===== src/rtl/core/ert_pkg.sv =====
// ----------------------------------------------------------------------------
// ert_pkg
// Shared types and codes for the echo reply sequence tracker.
// ----------------------------------------------------------------------------
package ert_pkg;

    localparam int KIND_W   = 2;
    localparam int TIME_W   = 32;
    localparam int LEN_W    = 16;
    localparam int IHL_W    = 4;
    localparam int TYPE_W   = 8;
    localparam int SEQ_W    = 16;
    localparam int STATUS_W = 3;
    localparam int CNT_W    = 11;
    localparam int PREV_W   = 17;

    // item kinds
    localparam logic [KIND_W-1:0] KIND_START = 2'd0;
    localparam logic [KIND_W-1:0] KIND_SEND  = 2'd1;
    localparam logic [KIND_W-1:0] KIND_REPLY = 2'd2;
    localparam logic [KIND_W-1:0] KIND_RSVD  = 2'd3;

    // result status codes
    localparam logic [STATUS_W-1:0] ST_OK      = 3'd0;
    localparam logic [STATUS_W-1:0] ST_SHORT   = 3'd1;
    localparam logic [STATUS_W-1:0] ST_TYPE    = 3'd2;
    localparam logic [STATUS_W-1:0] ST_UNKNOWN = 3'd3;
    localparam logic [STATUS_W-1:0] ST_FULL    = 3'd4;

    // accepted ICMP types
    localparam logic [TYPE_W-1:0] ICMP_ECHO_REPLY = 8'd0;
    localparam logic [TYPE_W-1:0] ICMP_TS_REPLY   = 8'd14;

    // minimum ICMP part of a reply, bytes
    localparam logic [LEN_W-1:0] ICMP_MIN_LEN = 16'd8;

    // controller -> datapath
    typedef struct packed {
        logic capture;  // latch the input item
        logic commit;   // apply the update and load the result
    } t_ctrl_cmd;

    // datapath -> controller
    typedef struct packed {
        logic out_free; // result register can take a new result
    } t_dp_status;

endpackage


===== src/rtl/core/ert_ram.sv =====
// ----------------------------------------------------------------------------
// ert_ram
// Generic simple dual-port RAM, one write and one registered read port.
// ----------------------------------------------------------------------------
module ert_ram #(
    parameter int WIDTH  = 2,
    parameter int DEPTH  = 16,
    parameter int ADDR_W = 4
) (
    input  logic              i_clk,
    input  logic              i_we,
    input  logic [ADDR_W-1:0] i_waddr,
    input  logic [WIDTH-1:0]  i_wdata,
    input  logic [ADDR_W-1:0] i_raddr,
    output logic [WIDTH-1:0]  o_rdata
);

    logic [WIDTH-1:0] r_mem [DEPTH];
    logic [WIDTH-1:0] r_rdata;

    always_ff @(posedge i_clk) begin
        if (i_we) begin
            r_mem[i_waddr] <= i_wdata;
        end
        r_rdata <= r_mem[i_raddr];
    end

    assign o_rdata = r_rdata;

endmodule


===== src/rtl/core/ert_ctrl.sv =====
// ----------------------------------------------------------------------------
// ert_ctrl
// Sequencer: capture an item, read its table slot, evaluate and commit.
// ----------------------------------------------------------------------------
module ert_ctrl (
    input  logic                   i_clk,
    input  logic                   i_rst_n,
    input  logic                   i_in_valid,
    output logic                   o_in_stall,
    input  ert_pkg::t_dp_status    i_stat,
    output ert_pkg::t_ctrl_cmd     o_cmd
);

    localparam logic [1:0] S_IDLE = 2'd0;
    localparam logic [1:0] S_READ = 2'd1;
    localparam logic [1:0] S_EVAL = 2'd2;

    logic [1:0] r_state;
    logic [1:0] n_state;

    always_comb begin
        n_state      = r_state;
        o_cmd.capture = 1'b0;
        o_cmd.commit  = 1'b0;
        case (r_state)
            S_IDLE: begin
                if (i_in_valid) begin
                    o_cmd.capture = 1'b1;
                    n_state       = S_READ;
                end
            end
            S_READ: begin
                n_state = S_EVAL;
            end
            S_EVAL: begin
                // hold until the result register has room
                if (i_stat.out_free) begin
                    o_cmd.commit = 1'b1;
                    n_state      = S_IDLE;
                end
            end
            default: begin
                n_state = S_IDLE;
            end
        endcase
    end

    always_ff @(posedge i_clk) begin
        if (!i_rst_n) begin
            r_state <= S_IDLE;
        end else begin
            r_state <= n_state;
        end
    end

    assign o_in_stall = (r_state != S_IDLE);

endmodule


===== src/rtl/core/ert_datapath.sv =====
// ----------------------------------------------------------------------------
// ert_datapath
// Item registers, burst counters and flags, probe table, result register.
// ----------------------------------------------------------------------------
module ert_datapath #(
    parameter int PROBE_SLOTS = 16
) (
    input  logic                           i_clk,
    input  logic                           i_rst_n,
    input  ert_pkg::t_ctrl_cmd             i_cmd,
    output ert_pkg::t_dp_status            o_stat,
    input  logic                           i_cfg_we,
    input  logic                           i_cfg_data,
    input  logic [ert_pkg::KIND_W-1:0]     i_kind,
    input  logic [ert_pkg::TIME_W-1:0]     i_now_us,
    input  logic [ert_pkg::LEN_W-1:0]      i_packet_len,
    input  logic [ert_pkg::IHL_W-1:0]      i_ip_header_words,
    input  logic [ert_pkg::TYPE_W-1:0]     i_reply_type,
    input  logic [ert_pkg::SEQ_W-1:0]      i_reply_seq,
    input  logic [ert_pkg::TIME_W-1:0]     i_sent_stamp,
    output logic                           o_out_valid,
    input  logic                           i_out_stall,
    output logic [ert_pkg::STATUS_W-1:0]   o_status,
    output logic [ert_pkg::SEQ_W-1:0]      o_probe_seq,
    output logic [ert_pkg::TIME_W-1:0]     o_time_value,
    output logic                           o_reply_in_order,
    output logic                           o_first_copy,
    output logic [ert_pkg::CNT_W-1:0]      o_still_outstanding,
    output logic                           o_burst_in_order,
    output logic                           o_burst_duplicate
);

    localparam int SLOT_W = (PROBE_SLOTS > 1) ? $clog2(PROBE_SLOTS) : 1;
    localparam logic [ert_pkg::CNT_W-1:0] SLOTS_CNT = ert_pkg::CNT_W'(PROBE_SLOTS);

    // captured item
    logic [ert_pkg::KIND_W-1:0] r_kind;
    logic [ert_pkg::TIME_W-1:0] r_now;
    logic [ert_pkg::LEN_W-1:0]  r_len;
    logic [ert_pkg::IHL_W-1:0]  r_ihl;
    logic [ert_pkg::TYPE_W-1:0] r_type;
    logic [ert_pkg::SEQ_W-1:0]  r_seq;
    logic [ert_pkg::TIME_W-1:0] r_stamp;

    // burst state
    logic                        r_flag_any_reorder;
    logic [ert_pkg::PREV_W-1:0]  r_prev, n_prev;
    logic [ert_pkg::CNT_W-1:0]   r_sent, n_sent;
    logic [ert_pkg::CNT_W-1:0]   r_pend, n_pend;
    logic                        r_inord, n_inord;
    logic                        r_dup, n_dup;

    logic                        r_out_valid;

    // table: bit 0 seen, bit 1 order
    logic              ram_we;
    logic [SLOT_W-1:0] ram_waddr;
    logic [1:0]        ram_wdata;
    logic [1:0]        ram_rdata;

    logic [ert_pkg::STATUS_W-1:0] res_status;
    logic [ert_pkg::SEQ_W-1:0]    res_seq;
    logic [ert_pkg::TIME_W-1:0]   res_time;
    logic                         res_ord;
    logic                         res_first;

    logic [ert_pkg::LEN_W-1:0] min_len;
    logic len_ok, type_ok, known, tbl_full, in_seq;

    always_ff @(posedge i_clk) begin
        if (i_cmd.capture) begin
            r_kind  <= i_kind;
            r_now   <= i_now_us;
            r_len   <= i_packet_len;
            r_ihl   <= i_ip_header_words;
            r_type  <= i_reply_type;
            r_seq   <= i_reply_seq;
            r_stamp <= i_sent_stamp;
        end
    end

    ert_ram #(
        .WIDTH  (2),
        .DEPTH  (PROBE_SLOTS),
        .ADDR_W (SLOT_W)
    ) u_table (
        .i_clk   (i_clk),
        .i_we    (ram_we & i_cmd.commit),
        .i_waddr (ram_waddr),
        .i_wdata (ram_wdata),
        .i_raddr (r_seq[SLOT_W-1:0]),
        .o_rdata (ram_rdata)
    );

    assign min_len  = {{(ert_pkg::LEN_W-ert_pkg::IHL_W-2){1'b0}}, r_ihl, 2'b00}
                      + ert_pkg::ICMP_MIN_LEN;
    assign len_ok   = (r_len >= min_len);
    assign type_ok  = (r_type == ert_pkg::ICMP_ECHO_REPLY) ||
                      (r_type == ert_pkg::ICMP_TS_REPLY);
    assign known    = (r_seq < {{(ert_pkg::SEQ_W-ert_pkg::CNT_W){1'b0}}, r_sent});
    assign tbl_full = (r_sent >= SLOTS_CNT);
    assign in_seq   = ({1'b0, r_seq} == (r_prev + ert_pkg::PREV_W'(1)));

    always_comb begin
        n_prev     = r_prev;
        n_sent     = r_sent;
        n_pend     = r_pend;
        n_inord    = r_inord;
        n_dup      = r_dup;
        res_status = ert_pkg::ST_OK;
        res_seq    = '0;
        res_time   = '0;
        res_ord    = 1'b0;
        res_first  = 1'b0;
        ram_we     = 1'b0;
        ram_waddr  = r_sent[SLOT_W-1:0];
        ram_wdata  = 2'b00;
        case (r_kind)
            ert_pkg::KIND_START: begin
                n_prev  = '1;
                n_sent  = '0;
                n_pend  = '0;
                n_inord = 1'b1;
                n_dup   = 1'b0;
            end
            ert_pkg::KIND_SEND: begin
                if (tbl_full) begin
                    res_status = ert_pkg::ST_FULL;
                end else begin
                    res_seq  = {{(ert_pkg::SEQ_W-ert_pkg::CNT_W){1'b0}}, r_sent};
                    res_time = r_now;
                    ram_we   = 1'b1;        // clear seen and order of the new slot
                    n_sent   = r_sent + ert_pkg::CNT_W'(1);
                    n_pend   = r_pend + ert_pkg::CNT_W'(1);
                end
            end
            ert_pkg::KIND_REPLY: begin
                res_seq = r_seq;
                if (!len_ok) begin
                    res_status = ert_pkg::ST_SHORT;
                end else if (!type_ok) begin
                    res_status = ert_pkg::ST_TYPE;
                end else if (!known) begin
                    res_status = ert_pkg::ST_UNKNOWN;
                end else begin
                    res_time = r_now - r_stamp;
                    res_ord  = in_seq;
                    if (!in_seq && r_flag_any_reorder) begin
                        n_inord = 1'b0;
                    end
                    n_prev = {1'b0, r_seq};
                    if (!ram_rdata[0]) begin
                        ram_we    = 1'b1;
                        ram_waddr = r_seq[SLOT_W-1:0];
                        ram_wdata = {in_seq, 1'b1};
                        if (r_pend != '0) begin
                            n_pend = r_pend - ert_pkg::CNT_W'(1);
                        end
                        res_first = 1'b1;
                    end else begin
                        n_dup = 1'b1;
                    end
                end
            end
            default: begin
            end
        endcase
    end

    always_ff @(posedge i_clk) begin
        if (!i_rst_n) begin
            r_flag_any_reorder <= 1'b0;
            r_prev             <= '1;
            r_sent             <= '0;
            r_pend             <= '0;
            r_inord            <= 1'b1;
            r_dup              <= 1'b0;
        end else begin
            if (i_cfg_we) begin
                r_flag_any_reorder <= i_cfg_data;
            end
            if (i_cmd.commit) begin
                r_prev  <= n_prev;
                r_sent  <= n_sent;
                r_pend  <= n_pend;
                r_inord <= n_inord;
                r_dup   <= n_dup;
            end
        end
    end

    // result register
    always_ff @(posedge i_clk) begin
        if (!i_rst_n) begin
            r_out_valid <= 1'b0;
        end else if (i_cmd.commit && (r_kind != ert_pkg::KIND_RSVD)) begin
            r_out_valid <= 1'b1;
        end else if (!i_out_stall) begin
            r_out_valid <= 1'b0;
        end
    end

    always_ff @(posedge i_clk) begin
        if (i_cmd.commit && (r_kind != ert_pkg::KIND_RSVD)) begin
            o_status            <= res_status;
            o_probe_seq         <= res_seq;
            o_time_value        <= res_time;
            o_reply_in_order    <= res_ord;
            o_first_copy        <= res_first;
            o_still_outstanding <= n_pend;
            o_burst_in_order    <= n_inord;
            o_burst_duplicate   <= n_dup;
        end
    end

    assign o_out_valid     = r_out_valid;
    assign o_stat.out_free = !r_out_valid || !i_out_stall;

endmodule


===== src/rtl/core/echo_reply_sequence_tracker.sv =====
// ----------------------------------------------------------------------------
// echo_reply_sequence_tracker
// Sequence, round-trip and duplicate bookkeeping for one burst of echo probes.
// ----------------------------------------------------------------------------
// One item is in flight at a time. A transfer on the input channel is
// followed by a result in the output register once the probe table has
// been read and the item evaluated and committed. Capture, table read and
// evaluation are separate steps; the read of the probe table is registered,
// which is why it has a step of its own. A new input transfer is taken
// while the previous result still waits in the output register; evaluation
// holds only if that register is still occupied when the next result is
// ready. Kind 3 items are taken and produce no result.
// The probe table needs no clearing pass: every slot is cleared when its
// probe is sent, and only the contents of sent slots are ever used.
// ----------------------------------------------------------------------------
module echo_reply_sequence_tracker #(
    parameter int PROBE_SLOTS = 16      // 1 .. 1024
) (
    input  logic                           i_clk,
    input  logic                           i_rst_n,
    // configuration: flag_any_reorder
    input  logic                           i_cfg_we,
    input  logic                           i_cfg_data,
    // input channel
    input  logic                           i_in_valid,
    output logic                           o_in_stall,
    input  logic [ert_pkg::KIND_W-1:0]     i_kind,
    input  logic [ert_pkg::TIME_W-1:0]     i_now_us,
    input  logic [ert_pkg::LEN_W-1:0]      i_packet_len,
    input  logic [ert_pkg::IHL_W-1:0]      i_ip_header_words,
    input  logic [ert_pkg::TYPE_W-1:0]     i_reply_type,
    input  logic [ert_pkg::SEQ_W-1:0]      i_reply_seq,
    input  logic [ert_pkg::TIME_W-1:0]     i_sent_stamp,
    // result channel
    output logic                           o_out_valid,
    input  logic                           i_out_stall,
    output logic [ert_pkg::STATUS_W-1:0]   o_status,
    output logic [ert_pkg::SEQ_W-1:0]      o_probe_seq,
    output logic [ert_pkg::TIME_W-1:0]     o_time_value,
    output logic                           o_reply_in_order,
    output logic                           o_first_copy,
    output logic [ert_pkg::CNT_W-1:0]      o_still_outstanding,
    output logic                           o_burst_in_order,
    output logic                           o_burst_duplicate
);

    ert_pkg::t_ctrl_cmd  cmd;
    ert_pkg::t_dp_status stat;

    // sequencer: idle -> read -> evaluate
    ert_ctrl u_ctrl (
        .i_clk      (i_clk),
        .i_rst_n    (i_rst_n),
        .i_in_valid (i_in_valid),
        .o_in_stall (o_in_stall),
        .i_stat     (stat),
        .o_cmd      (cmd)
    );

    // counters, flags, probe table and result register
    ert_datapath #(
        .PROBE_SLOTS (PROBE_SLOTS)
    ) u_dp (
        .i_clk               (i_clk),
        .i_rst_n             (i_rst_n),
        .i_cmd               (cmd),
        .o_stat              (stat),
        .i_cfg_we            (i_cfg_we),
        .i_cfg_data          (i_cfg_data),
        .i_kind              (i_kind),
        .i_now_us            (i_now_us),
        .i_packet_len        (i_packet_len),
        .i_ip_header_words   (i_ip_header_words),
        .i_reply_type        (i_reply_type),
        .i_reply_seq         (i_reply_seq),
        .i_sent_stamp        (i_sent_stamp),
        .o_out_valid         (o_out_valid),
        .i_out_stall         (i_out_stall),
        .o_status            (o_status),
        .o_probe_seq         (o_probe_seq),
        .o_time_value        (o_time_value),
        .o_reply_in_order    (o_reply_in_order),
        .o_first_copy        (o_first_copy),
        .o_still_outstanding (o_still_outstanding),
        .o_burst_in_order    (o_burst_in_order),
        .o_burst_duplicate   (o_burst_duplicate)
    );

`ifndef SYNTHESIS
    // a new result only appears right after a commit
    a_result_after_commit: assert property (@(posedge i_clk) disable iff (!i_rst_n)
        $rose(o_out_valid) |-> $past(cmd.commit))
        else $error("result appeared without a commit");

    // a captured item keeps the input side stalled while it is worked on
    a_busy_after_capture: assert property (@(posedge i_clk) disable iff (!i_rst_n)
        cmd.capture |=> o_in_stall)
        else $error("input not stalled after capture");

    // outstanding count never exceeds the table size
    a_pending_bound: assert property (@(posedge i_clk) disable iff (!i_rst_n)
        o_out_valid |-> (o_still_outstanding <= ert_pkg::CNT_W'(PROBE_SLOTS)))
        else $error("outstanding count beyond table size");

    // a first copy is only reported on an accepted reply
    a_first_is_ok: assert property (@(posedge i_clk) disable iff (!i_rst_n)
        (o_out_valid && o_first_copy) |-> (o_status == ert_pkg::ST_OK))
        else $error("first copy with a drop status");
`endif

endmodule

===== config.mk =====
export PLATFORM = sky130hd
export DESIGN_NAME = echo_reply_sequence_tracker
export DESIGN_NICKNAME = d
export VERILOG_FILES = /design/src/rtl/core/ert_pkg.sv /design/src/rtl/core/ert_ram.sv /design/src/rtl/core/ert_ctrl.sv /design/src/rtl/core/ert_datapath.sv /design/src/rtl/core/echo_reply_sequence_tracker.sv
export SDC_FILE = /design/constraint.sdc
export NUM_CORES = 1
export LEC_CHECK = 0
export BUFFER_PORTS_ARGS = -buffer_cell sky130_fd_sc_hd__buf_2
export CAP_MARGIN = 40
export CORE_MARGIN = 1.5
export CORE_UTILIZATION = 42
export CTS_BUF_LIST = sky130_fd_sc_hd__clkbuf_4
export DETAILED_ROUTE_END_ITERATION = 8
export HOLD_SLACK_MARGIN = 0.15
export SLEW_MARGIN = 20
export SYNTH_ARGS = -nofsm -noshare
export SYNTH_HDL_FRONTEND = slang
export SYNTH_SLANG_ARGS = --single-unit

===== constraint.sdc =====
create_clock -name i_clk -period 6.85 [get_ports i_clk]
set_input_delay 1.0275 -clock i_clk [delete_from_list [all_inputs] [get_ports i_clk]]
set_output_delay 1.0275 -clock i_clk [all_outputs]
set_load 0.02 [all_outputs]

==> results.tsv, run 1 <==
metric	value	unit
cts.htree.levels	2	
coreArea	27800	µm²
grt_max_degree	58	
syn_nets	1207	
crit_chain	ha_1 -> a21o_1 -> a211oi_1 -> o31a_1 -> o2111ai_4 -> nor3b_4 -> nand3_1 -> o21ai_0 -> a2bb2oi_1	
ys_types	75	
crit_type	reg -> reg	
max-clock-path-buffers	3	
fin_nets	1421	
worst_pin_slew	0.820	ns
post_route_cells_drive_above_1_share	0.248	
clk_pin_slew	0.06	ns
cp_slowest_cell	nor3b_4	
pwr-share-seq	0.500	
synth_most_common_cell	edfxtp_1	
slew_headroom	0.454	
fp.dieW	171	µm
clkPwrFrac	0.388	
num_rows	61	
cp_max_fo	16	
seqCellArea	6690	µm²
drtIter0Drc	550	
track_usage	0.193	
p_comb_frac	0.112	
p_per_area	236	nW/µm²
p_int	2.49	mW
yosysTopAreaCell	edfxtp_1	
fin_skew	0.0290	ns
antenna_found_initial	2	
total_power	3.31	mW
cts_hold_buffers	0	
critical_path_required	7.27	ns
arrival	3.94	ns
utilization	0.506	
ir_drop	151	µV
numPortBuffers	183	
ys.flop_type	edfxtp_1	
tns	0	ns
vias	8792	
synth-seq-area-share	0.563	
cp-end-kind	flip-flop	
detail-route-antenna-nets	0	
area_delta_synth_final	18.2	%
routed_wl	28300	µm
reg2reg_depth	9	
synth_common_cells	edfxtp_1, inv_1, nand2_1	
hold_violations	0	
vias_per_cell	5.24	
place_congestion	0.853	
yosys-top-cells-area	edfxtp_1, dfxtp_1, ha_1, xnor2_1, a21oi_1	
ioPinCount	184	
p_switching	0.820	mW
holdCritPathClass	reg -> reg	
yosys_warnings	0	
final.setup.worst_slack	3.33	ns
ys_ff_latch	238	
p_leak	5.68	nW
synth-edff-count	192	
fmax	284	MHz
period_minus_slack	3.52	ns
async_reset_ff_frac	0	
die_height	171	µm
rsz0062_at_grt	no	
syn_area_per_cell	11.5	µm²
syn_inst	1034	
die-area	29300	µm²
gr-total-overflow	0	
synth_top_area_share	0.485	
grt_pass1_wl	44200	µm
slew_viol_final	0	
fill_cells	2629	
hpwl	19900	µm
synth_area	11900	µm²
grt_pass1_vias	8461	
fin_crit_sh	0.514	
p_sw_frac	0.248	
drc	0	
drv_cap	0	
multi_input_area	4760	µm²
dp_slack	3.19	ns
wl_per_cell	16.9	µm
setup_violations	0	
ctsResizeCount	0	
min_path_cells	1	
cpPeakStageDelay	0.68	ns
status	finished, final reports clean	
start_util	0.428	
drt_first_pass_iters	5	
cts_tree	done	
cts_sinks	238	
post-cts-setup-buffer-count	0	
numCtsBuffers	61	
clkLatencyLatePin	0.69	ns
critPathLaunchType	flip-flop	
cts_root_buf	clkbuf_4	
[metrics by stage]
| stage | cells | hold slack, ns | cell area (µm²) |
|---|---|---|---|
| after detailed placement | 1563 | 0.476 | 13200 |
| after CTS | 1675 | 0.432 | 14000 |
| after global routing | 1677 | 0.433 | 14000 |
| after global placement | 1560 | 0.470 | 13200 |
| after floorplan | 1034 | 0.449 | 11900 |
| final | 1677 | 0.493 | 14000 |
[metal layers]
layer / share of wire / up-vias / track usage
met5: 0 / - / 0
met4: 0.022 / 0 / 0.0622
met3: 0.066 / 48 / 0.0506
met2: 0.46 / 249 / 0.310
met1: 0.45 / 4142 / 0.254
li1: - / 4353 / -
[worst max-delay path, delay by kind of cell (launching register included)]
family / cells / cell delay (ns)
compound gates: 6 / 1.42
simple gates: 2 / 0.91
flops: 1 / 0.58
fa+ha+maj: 1 / 0.36
[placed cells by master (no fill, tap or decap), types with 17 or more instances in the layout]
cell type,instances
edfxtp_1,192
a31oi_1,17
o21ai_0,52
nor2b_1,21
a21o_1,29
nor2_1,54
nand3_1,32
and3_1,20
nand2_1,60
nor3_1,23
a21oi_1,58
ha_1,56
buf_2,183
xnor2_1,35
clkbuf_4,97
xor2_1,19
inv_1,70
dfxtp_1,46
[final cells by class]
class	instances	share of cell area
Clock inverter	15	0.00784
Inverter	71	0.0192
Tap cell	378	0.0337
Antenna cell	2	0.000356
Sequential cell	238	0.476
Multi-Input combinational cell	682	0.339
Timing Repair Buffer	194	0.0724
Clock buffer	97	0.0518
[final timing paths]
check | from | end | slack [ns]
worst min register to register | u_dp.r_inord | u_dp.r_inord | 0.49
worst max register to register | u_dp.r_seq[1] | u_dp.o_still_outstanding[7] | 3.33
worst min-delay path | u_dp.r_inord | u_dp.r_inord | 0.49
worst max-delay path | u_dp.r_seq[1] | u_dp.o_still_outstanding[7] | 3.33
[power by group through the flow]
stage / Sequential (mW) / Clock [mW] / Combinational [mW]
3_3_place_gp: 1.69 / 0 / 0.364
6_report: 1.66 / 1.28 / 0.370
3_5_place_dp: 1.69 / 0 / 0.370
4_1_cts: 1.66 / 1.33 / 0.372
2_1_floorplan: 1.69 / 0 / 0.255
5_1_grt: 1.66 / 1.40 / 0.414
[cells by family (layout without fill, tap and decap cells)]
logic type	count (synthesis)	in the layout	synth area share
XOR/XNOR	54	54	0.0398
buffers and inverters	114	377	0.0377
other	0	2	0
adder cells (fa/ha/maj)	57	57	0.0607
AND/OR/NAND/NOR	296	296	0.132
AO/OA/AOI/OAI	265	265	0.153
multiplexers	10	10	0.0142
flip-flops	238	238	0.563
[registers in the layout, indices dropped and copies added, names as in the netlist, 2 cells and up]
signal                    flops
u_dp.u_table.r_mem           16
u_dp.r_type                   8
u_dp.o_status                 3
u_dp.o_still_outstanding     11
u_dp.r_sent                  11
u_dp.o_probe_seq             16
u_dp.r_pend                  11
u_ctrl.r_state                2
u_dp.r_stamp                 32
u_dp.r_kind                   2
u_dp.r_ihl                    4
u_dp.o_time_value            32
u_dp.r_prev                  17
u_dp.r_seq                   16
u_dp.r_len                   16
u_dp.r_now                   32
Power figures use the tool's default switching activity.
==> inputs of run 2 (changes only) <==
==> constraint.sdc (replaced) <==
create_clock -name i_clk -period 3.5 [get_ports i_clk]
set_input_delay 0.525 -clock i_clk [delete_from_list [all_inputs] [get_ports i_clk]]
set_output_delay 0.525 -clock i_clk [all_outputs]
set_load 0.02 [all_outputs]
==> run 2 against run 1 <==
  * Clock-buffer cell count up 2
  * Worst setup slack worse by 3.1 ns
  * Largest power group unchanged
  * Clock power up 95%
  * Highest routed layer unchanged
  * Largest cell class unchanged
  * Power up 99%
  * Sequential share of layout area down 4.0 points
  * Register-to-register slack worse by 3.1 ns
==> results.tsv, run 2 (synthesized netlist as in run 1, its figures left out) <==
metric	value	unit	change
start_util	0.428		unchanged
reg_top3	u_dp.o_time_value (32), u_dp.r_now (32), u_dp.r_stamp (32)		
cts.htree.levels	3		+1
p_per_area	429	nW/µm²	+82%
cp-end-kind	flip-flop		
numPortBuffers	183		unchanged
grt_pass1_wl	48400	µm	+9.5%
numCtsBuffers	69		+13%
cts_tree	done		
dp_slack	0.162	ns	-3.03 ns
wl_per_cell	16.8	µm	-0.24%
utilization	0.552		+0.0462
crit_chain	inv_1 -> ha_1 -> inv_1 -> fa_1 -> a211oi_2 -> nor3_1 -> o211ai_1 -> a31oi_1 -> o211ai_1 -> a21boi_0 -> or2_2 -> xor2_1 -> a22o_1		
area_delta_synth_final	29.0	%	
critical_path_required	3.89	ns	-3.38 ns
place_congestion	0.858		+0.59%
fin_nets	1562		+9.9%
die-area	29300	µm²	unchanged
track_usage	0.213		+0.0200
slew_viol_final	0		unchanged
arrival	3.66	ns	-0.28 ns
grt_max_degree	75		+29%
antenna_found_initial	2		unchanged
die_height	171	µm	unchanged
drv_cap	0		unchanged
gr-total-overflow	0		unchanged
cp_max_fo	3		-13
cpPeakStageDelay	0.42	ns	-0.26 ns
grt_pass1_vias	9510		+12%
tns	0	ns	unchanged
hpwl	20200	µm	+1.4%
post_route_cells_drive_above_1_share	0.241		-0.00715
cts_sinks	238		unchanged
final_common_cell	edfxtp_1		
setup_violations	0		unchanged
ir_drop	300	µV	+98%
cp_slowest_cell	fa_1		
fin_skew	0.0515	ns	+0.0225 ns
critPathLaunchType	flip-flop		
fmax	305	MHz	+7.4%
stdcell_area	15300	µm²	+9.1%
fin_crit_sh	0.937		+0.423
clkLatencyLatePin	0.67	ns	-0.02 ns
worst_pin_slew	0.733	ns	-0.0866 ns
crit_type	reg -> reg		
num_rows	61		unchanged
fp.dieW	171	µm	unchanged
final.setup.worst_slack	0.222	ns	-3.11 ns
max-clock-path-buffers	3		unchanged
clk_pin_slew	0.06	ns	about the same
detail-route-antenna-nets	0		unchanged
drt_first_pass_iters	5		unchanged
drtIter0Drc	624		+13%
p_leak	6.24	nW	+10%
status	finished, final reports clean		
most-common-layout-cells	edfxtp_1, buf_2, dlygate4sd3_1, clkbuf_4, inv_1		
coreArea	27800	µm²	unchanged
slew_headroom	0.506		+0.0526
hold_violations	0		unchanged
vias	9471		+7.7%
ioPinCount	184		unchanged
place_area	13300	µm²	+1.0%
holdCritPathClass	in -> reg		
period_minus_slack	3.28	ns	-0.243 ns
cts_root_buf	clkbuf_4		
drc	0		unchanged
vias_per_cell	5.21		-0.58%
routed_wl	30500	µm	+8.1%
run 2: cell count changes in the layout (fill, tap and decap cells not counted), moves of 2 or more:
cell / before / now
buf_4: 8 / 28
buf_12: 0 / 2
bufinv_16: 2 / 0
dlygate4sd3_1: 0 / 114
inv_2: 1 / 4
buf_8: 2 / 0
diode_2: 2 / 4
clkinv_4: 0 / 2
clkbuf_4: 97 / 99
run 2: area by class of cell:
class                      count  area, µm²
fill                        2460      12500
sequential                   238       6690
multi-input combinational    682       4760
timing repair buffer         327       2310
clock buffer                  99        743
tap                          378        473
inverter                      71        267
clock inverter                18       81.3
antenna                        4       10.0
run 2: through the flow:
stage	hold WS (ns)	std cells	power (mW)
after detailed placement	0.475	1580	4.04
after floorplan	0.449	1034	3.80
after CTS	0.194	1811	6.66
final	0.267	1817	6.58
after global routing	0.203	1817	6.92
after global placement	0.469	1580	4.03
run 2: critical path, delay by kind of cell (launching register included):
| family | cells | cell delay, ns |
|---|---|---|
| compound gates | 6 | 1.36 |
| xor+xnor | 1 | 0.14 |
| fa+ha+maj | 2 | 0.57 |
| buf+inv | 2 | 0.12 |
| flops | 1 | 0.39 |
| simple gates | 2 | 0.44 |
run 2: worst paths after layout:
path,startpoint,endpoint,slack (ns),depth (start not counted)
max,u_dp.r_now[0],u_dp.o_time_value[22],0.22,13
min,i_rst_n,u_dp.r_prev[0],0.27,2
max reg2reg,u_dp.r_now[0],u_dp.o_time_value[22],0.22,13
min reg2reg,u_dp.r_prev[16],u_dp.r_prev[16],0.48,1
run 2: timing repair:
item,CTS,global route
endpoints found under the setup margin,0,4
gates resized for setup,0,1
buffers inserted,0,2
endpoints found under the hold margin,113,0
hold buffers,114,0
run 2: report_power, final:
part	total, mW	switching (mW)	internal, mW
registers	3.23	0.0565	3.18
clock network	2.49	1.19	1.30
logic	0.853	0.459	0.394
total	6.58	1.70	4.87
run 2: metal layers:
| layer | vias to the layer above | share of wire | global-route usage | wire [µm] |
|---|---|---|---|---|
| li1 | 4646 | - | - | - |
| met1 | 4472 | 0.44 | 0.269 | 13300 |
| met2 | 288 | 0.47 | 0.352 | 14500 |
| met3 | 65 | 0.067 | 0.0548 | 2040 |
| met4 | 0 | 0.023 | 0.0774 | 709 |
| met5 | - | 0 | 0 | 0 |
